## src/sv/isrt_pkg.sv

```systemverilog
// ----------------------------------------------------------------------------
// isrt_pkg: shared types and constants for the insertion sorter
// Data width, default depth and the control bundle broadcast to the cells.
// ----------------------------------------------------------------------------
`default_nettype none

package isrt_pkg;

    localparam int VALUE_W       = 32;
    localparam int DEPTH_DEFAULT = 32;

    typedef logic signed [VALUE_W-1:0] value_t;

    // Broadcast to every cell of the chain
    typedef struct packed {
        logic   insert;  // place value into the ordered row
        logic   shift;   // move every entry down by one place (drain)
        value_t value;   // value being inserted
    } cell_ctrl_t;

endpackage

`default_nettype wire

```

## src/sv/isrt_cell.sv

```systemverilog
// ----------------------------------------------------------------------------
// isrt_cell: one place of the ordered row
// Holds one value; on insert it keeps, takes the new value or takes its left
// neighbor's value; on drain it takes its right neighbor's value.
// ----------------------------------------------------------------------------
`default_nettype none

module isrt_cell
(
    input  wire logic                 clk,
    input  wire logic                 rst_n,
    input  wire isrt_pkg::cell_ctrl_t ctrl,
    input  wire isrt_pkg::value_t     left_value,
    input  wire logic                 left_valid,
    input  wire logic                 left_gt,
    input  wire isrt_pkg::value_t     right_value,
    input  wire logic                 right_valid,
    output      isrt_pkg::value_t     value,
    output      logic                 valid,
    output      logic                 gt
);

    isrt_pkg::value_t value_reg;
    isrt_pkg::value_t value_next;
    logic             valid_reg;
    logic             valid_next;
    logic             take;

    // Strictly greater: equal entries stay put, so arrival order holds
    assign gt   = valid_reg && (value_reg > ctrl.value);
    assign take = gt || (!valid_reg && left_valid);

    always_comb
    begin
        value_next = value_reg;
        valid_next = valid_reg;
        if (ctrl.shift)
        begin
            value_next = right_value;
            valid_next = right_valid;
        end
        else if (ctrl.insert && take)
        begin
            value_next = left_gt ? left_value : ctrl.value;
            valid_next = 1'b1;
        end
    end

    always_ff @(posedge clk or negedge rst_n)
    begin
        if (!rst_n)
        begin
            valid_reg <= 1'b0;
        end
        else
        begin
            valid_reg <= valid_next;
        end
    end

    always_ff @(posedge clk)
    begin
        value_reg <= value_next;
    end

    assign value = value_reg;
    assign valid = valid_reg;

endmodule

`default_nettype wire

```

## src/sv/insertion_sorter.sv

```systemverilog
// ----------------------------------------------------------------------------
// insertion_sorter: stable ascending sorter on a systolic insertion chain
// Flow: a request is placed in the row directly while a place is free; a set
// closed by last drains from the next cycle on, and each popped entry is on
// the ports in the cycle after, smallest first. Throughput: one request per
// cycle while loading, then busy while the set drains, paced by the single
// head output. The receiver cannot stall. Reset empties the chain.
// ----------------------------------------------------------------------------
`default_nettype none

module insertion_sorter
#(
    parameter int DEPTH = isrt_pkg::DEPTH_DEFAULT
)
(
    input  wire logic                         clk,
    input  wire logic                         rst_n,
    input  wire logic                         start,
    output      logic                         busy,
    input  wire logic signed [isrt_pkg::VALUE_W-1:0] value,
    input  wire logic                         last,
    output      logic                         strobe,
    output      logic signed [isrt_pkg::VALUE_W-1:0] sorted_value,
    output      logic                         final_res,
    output      logic                         overflow
);

    localparam int CNT_W = $clog2(DEPTH + 1);

    // Chain wiring: one slot per cell
    isrt_pkg::value_t     cell_value [DEPTH];
    logic                 cell_valid [DEPTH];
    logic                 cell_gt    [DEPTH];
    isrt_pkg::cell_ctrl_t ctrl;

    // Control state
    logic             drain_reg,   drain_next;
    logic [CNT_W-1:0] count_reg,   count_next;
    logic             dropped_reg, dropped_next;

    // Output register, parted from the chain so a new set may load while the
    // final result of the previous one is still on the ports
    logic             strobe_reg,  strobe_next;
    logic             final_reg,   final_next;
    logic             ovf_reg,     ovf_next;
    isrt_pkg::value_t out_reg,     out_next;

    logic accept;
    logic full;

    assign accept = start && !drain_reg;
    assign full   = (count_reg == CNT_W'(DEPTH));

    // Broadcast: insert only when a place is free, else drop the request
    always_comb
    begin
        ctrl.insert = accept && !full;
        ctrl.shift  = drain_reg;
        ctrl.value  = value;
    end

    // The row of cells; cell 0 holds the smallest entry
    for (genvar i = 0; i < DEPTH; i++)
    begin : g_cell
        isrt_pkg::value_t lv;
        logic             lval;
        logic             lgt;
        isrt_pkg::value_t rv;
        logic             rval;

        if (i == 0)
        begin : g_head
            assign lv   = '0;
            assign lval = 1'b1;
            assign lgt  = 1'b0;
        end
        else
        begin : g_body
            assign lv   = cell_value[i-1];
            assign lval = cell_valid[i-1];
            assign lgt  = cell_gt[i-1];
        end

        if (i == DEPTH - 1)
        begin : g_tail
            assign rv   = '0;
            assign rval = 1'b0;
        end
        else
        begin : g_mid
            assign rv   = cell_value[i+1];
            assign rval = cell_valid[i+1];
        end

        isrt_cell u_cell
        (
            .clk         (clk),
            .rst_n       (rst_n),
            .ctrl        (ctrl),
            .left_value  (lv),
            .left_valid  (lval),
            .left_gt     (lgt),
            .right_value (rv),
            .right_valid (rval),
            .value       (cell_value[i]),
            .valid       (cell_valid[i]),
            .gt          (cell_gt[i])
        );
    end

    always_comb
    begin
        drain_next   = drain_reg;
        count_next   = count_reg;
        dropped_next = dropped_reg;
        strobe_next  = 1'b0;
        final_next   = final_reg;
        ovf_next     = ovf_reg;
        out_next     = out_reg;

        if (drain_reg)
        begin
            // Pop the head of the chain; the cells shift down together
            strobe_next = 1'b1;
            out_next    = cell_value[0];
            final_next  = (count_reg == CNT_W'(1));
            ovf_next    = dropped_reg;
            count_next  = count_reg - CNT_W'(1);
            if (count_reg == CNT_W'(1))
            begin
                drain_next   = 1'b0;
                dropped_next = 1'b0;
            end
        end
        else if (accept)
        begin
            if (full)
            begin
                dropped_next = 1'b1;
            end
            else
            begin
                count_next = count_reg + CNT_W'(1);
            end
            // Close the set; at least one entry is held from here on
            if (last)
            begin
                drain_next = 1'b1;
            end
        end
    end

    always_ff @(posedge clk or negedge rst_n)
    begin
        if (!rst_n)
        begin
            drain_reg   <= 1'b0;
            count_reg   <= '0;
            dropped_reg <= 1'b0;
            strobe_reg  <= 1'b0;
        end
        else
        begin
            drain_reg   <= drain_next;
            count_reg   <= count_next;
            dropped_reg <= dropped_next;
            strobe_reg  <= strobe_next;
        end
    end

    // Result payload: qualified by strobe, no reset needed
    always_ff @(posedge clk)
    begin
        final_reg <= final_next;
        ovf_reg   <= ovf_next;
        out_reg   <= out_next;
    end

    assign busy         = drain_reg;
    assign strobe       = strobe_reg;
    assign sorted_value = out_reg;
    assign final_res    = final_reg;
    assign overflow     = ovf_reg;

endmodule

`default_nettype wire
```

## config.mk

```make
export PLATFORM = sky130hd
export DESIGN_NAME = insertion_sorter
export DESIGN_NICKNAME = d
export VERILOG_FILES = /design/src/sv/isrt_pkg.sv /design/src/sv/isrt_cell.sv /design/src/sv/insertion_sorter.sv
export SDC_FILE = /design/constraint.sdc
export NUM_CORES = 2
export LEC_CHECK = 0
export BUFFER_PORTS_ARGS = -buffer_cell sky130_fd_sc_hd__buf_2
export CAP_MARGIN = 20
export CORE_ASPECT_RATIO = 1.75
export CORE_MARGIN = 4
export CORE_UTILIZATION = 46
export CTS_BUF_LIST = sky130_fd_sc_hd__clkbuf_8 sky130_fd_sc_hd__clkbuf_16
export CTS_CLUSTER_SIZE = 24
export DETAILED_ROUTE_END_ITERATION = 8
export PLACE_DENSITY = 0.62
export SLEW_MARGIN = 20
export SYNTH_ARGS = -nofsm -noshare
export SYNTH_HDL_FRONTEND = slang
export SYNTH_SLANG_ARGS = --single-unit
```

## constraint.sdc

```tcl
create_clock -name clk -period 6.85 [get_ports clk]
set_input_delay 1.37 -clock clk [delete_from_list [all_inputs] [get_ports clk]]
set_output_delay 1.37 -clock clk [all_outputs]
set_load 0.05 [all_outputs]
```

==> results.md <==
- Routed WL: 373 mm
- Area Growth Syn to Fin: 9.52%
- Library cells used by synthesis: 63
- Worst Hold Path EP: overflow
- Post-synthesis sequential area ratio: 38.9%
- Vias: 79952
- Chip width: 330 um
- Clk_lat worst skew: 770 ps
- RSZ-0062 raised after global routing: no
- Mapped Nets: 9604
- Die ar.: 0.189 mm2
- Top_reg_cell synth: edfxtp_1
- Overflow after GRT: 0
- Max reg flops: 1024
- Peak supply drop: 0.188 mV
- Crit. End Element: register
- Antenna Violating Nets Remaining: 0
- Run status: finished, final reports clean
- Via density: 7.45
- Setup violators final: 0
- IO Count: 72
- Cell Area, Placed: 0.0872 mm2
- Pin count of the biggest net entering global routing: 169
- Drt wl/cell: 34.8 um
- CTS Root Cell: clkbuf_16
- Initial Util: 46.4%
- Final net count: 9296
- Setup_tns: 0 ps
- Post_cts resized: 0
- Final GP Congestion: 0.959
- CP required: 7350 ps
- Max Cap Violations: 0
- Vias in the first global route: 74883
- Initial DRC Count: 11326
- Largest fanout on the critical path: 32
- Final std cells w/o fill: 10739
- Startpoint types: input pin
- Fin. Hold Viols: 0
- Reg-to-reg startpoint: g_cell[28].u_cell.value[15]
- Critical path data arrival time: 5670 ps
- Fmax: 0.193 GHz
- Hold_buf cts: 0
- Crit path kind: input pin to register
- Reg2Reg Setup Slack: 2900 ps
- First-pass GRT wire length: 531 mm
- Die Ht: 572 um
- Reg clk slew, reported paths: 70 ps
- Core area: 0.180 mm2
- Antenna violations before repair: 11
- Synth Cell Area: 0.0835 mm2
- Number of enable flip-flop cells after synthesis: 1026
- Final Cell Area: 0.0915 mm2
- Pwr per Cell Area: 168 mW/mm2
- Number of synthesized register bits: 1099
- Slew @ Worst Pin: 1290 ps
- Bufs on Longest Clock Path: 3
- Share of cells above drive strength 1: 9.05%
- Synth Instances: 8540
- Register-to-Register Path Depth: 8
- Hold/Removal Path Class: register to register
- Avg Inst Size Synth: 9.78 um2
- Post-route DRC: 0
- Buffers added on ports: 71
- CTS H-Tree Depth: 3
- Post-CTS setup buffers: 0
- Dpl ws: 1000 ps
- CTS Sinks: 1099
- Worst setup margin: 1680 ps
- Setup Skew: 30.9 ps
- Max-slew violation count: 0
- HPWL after DPL: 262 mm
- Placed insts: 10506
- Initial DRT Pass Iterations: 8
- R2r endpoint: g_cell[29].u_cell.value[7]
- Yosys warns: 0
- Slew headroom: 14.0%
- P_leak: 34.7 nW
- Global Route Usage Sum: 38.2%
- CTS Buf Count: 113
- Fin crit share: 75.5%
- Fin crit period: 5170 ps
- CTS tree: yes
- # rows: 206
- Hold path startpoint: dropped_reg
- Ys async rst share: 3.73%
- Hold Path Depth: 0
==> power breakdown <==
part / switching (W) / internal (W) / leakage [nW]
Combinational: 0.000750 / 0.000270 / 19.2
Sequential: 0 / 0.00722 / 13.5
Clock: 0.00298 / 0.00410 / 2.04
Total: 0.00373 / 0.0116 / 34.7
==> routing by layer <==
metal / GRT usage [%] / vias to the layer above / share of wire (%)
li1: - / 34300 / -
met1: 48.9 / 39058 / 37
met2: 56.7 / 5516 / 43
met3: 8.58 / 1074 / 11
met4: 27.6 / 4 / 8.8
met5: 0.362 / - / 0.028
==> synth_stat cells, types with 83 or more instances <==
master       n  share of area, %
a21o_1      94              0.84
nand2_1   1144               5.1
a22oi_1    194               1.7
nand4_1    291               2.2
nand3_1    119              0.71
nor3_1      83              0.50
nor3b_1    162               1.5
ha_1      1028                15
nor2_1     139              0.62
a221o_1    723               8.7
clkbuf_1   689               3.1
o21ai_0    175               1.0
a21oi_1    493               3.0
inv_1      177              0.80
edfxtp_1  1026                37
a211oi_1   103              0.93
nor4_1     719               5.4
o211ai_1   350               3.1
==> critical path, stage by stage <==
cell	delay [ps]
buf_2	190
inv_2	650
buf_4	270
ha_1	250
nand4_1	170
nor3_1	130
a21boi_0	150
o41ai_1	820
and4_1	1120
nor4_1	180
a221o_1	310
==> stage by stage <==
stage	hold WS, ps	utilization, %	total power [W]
final	495	50.8	0.0153
after global routing	511	50.7	0.0156
after CTS	496	50.7	0.0153
after detailed placement	478	48.4	0.00834
after global placement	463	48.4	0.00830
after floorplan	448	-	0.00789
==> cell usage in the layout (no fill, tap or decap), types with 33 or more instances in the layout <==
master     synthesis  layout
o211ai_1         350     350
a21o_1            94      94
buf_2             51      69
inv_1            177     161
o31ai_1           53      46
buf_4              0     294
a31oi_1           58      57
nor4_1           719     719
nor2b_1           63      62
a211oi_1         103     103
nand4b_1          33      33
edfxtp_1        1026    1026
a21oi_1          493     471
dfrtp_1           41      40
nor3_1            83      83
clkbuf_16          0     117
a22o_1            33      33
nor3b_1          162     162
ha_1            1028    1027
nand2_1         1144    1142
a221o_1          723     723
o2111ai_1         65      65
o21ai_2            0      46
nor2_1           139     107
nand2b_1          43      43
a22oi_1          194     193
o311ai_0          55      54
o21ai_0          175     146
nand3_1          119     119
nand4_1          291     291
==> cell type report <==
type | instances | area (um2)
Clock buffer | 120 | 2970
Inverter | 177 | 673
Sequential cell | 1099 | 32500
Timing Repair Buffer | 396 | 3210
Antenna cell | 18 | 45.0
Clock inverter | 92 | 1120
Fill cell | 16339 | 88700
Tap cell | 2392 | 2990
Multi-Input combinational cell | 6445 | 48000
==> how the worst max path moves through the flow <==
stage,start,endpoint,depth (start not counted)
3_3_place_gp,value[14],g_cell[30].u_cell.value[17],11
3_5_place_dp,value[14],g_cell[29].u_cell.value[4],11
6_report,value[14],g_cell[29].u_cell.value[7],11
5_1_grt,value[14],g_cell[29].u_cell.value[10],11
4_1_cts,value[14],g_cell[29].u_cell.value[4],11
2_1_floorplan,value[31],g_cell[5].u_cell.value[0],10
==> cell families (layout without fill, tap and decap cells) <==
group           after synthesis  in the layout  synth area share, %
compound gates             2541           2541                 23.2
xor+xnor                      7              7               0.0734
flops                      1099           1099                 38.9
fa+ha+maj                  1028           1028                 15.4
other cells                   0             18                    0
buf+inv                     996            785                 4.62
simple gates               2869           2869                 17.8
(Power assumes the default switching activity.)
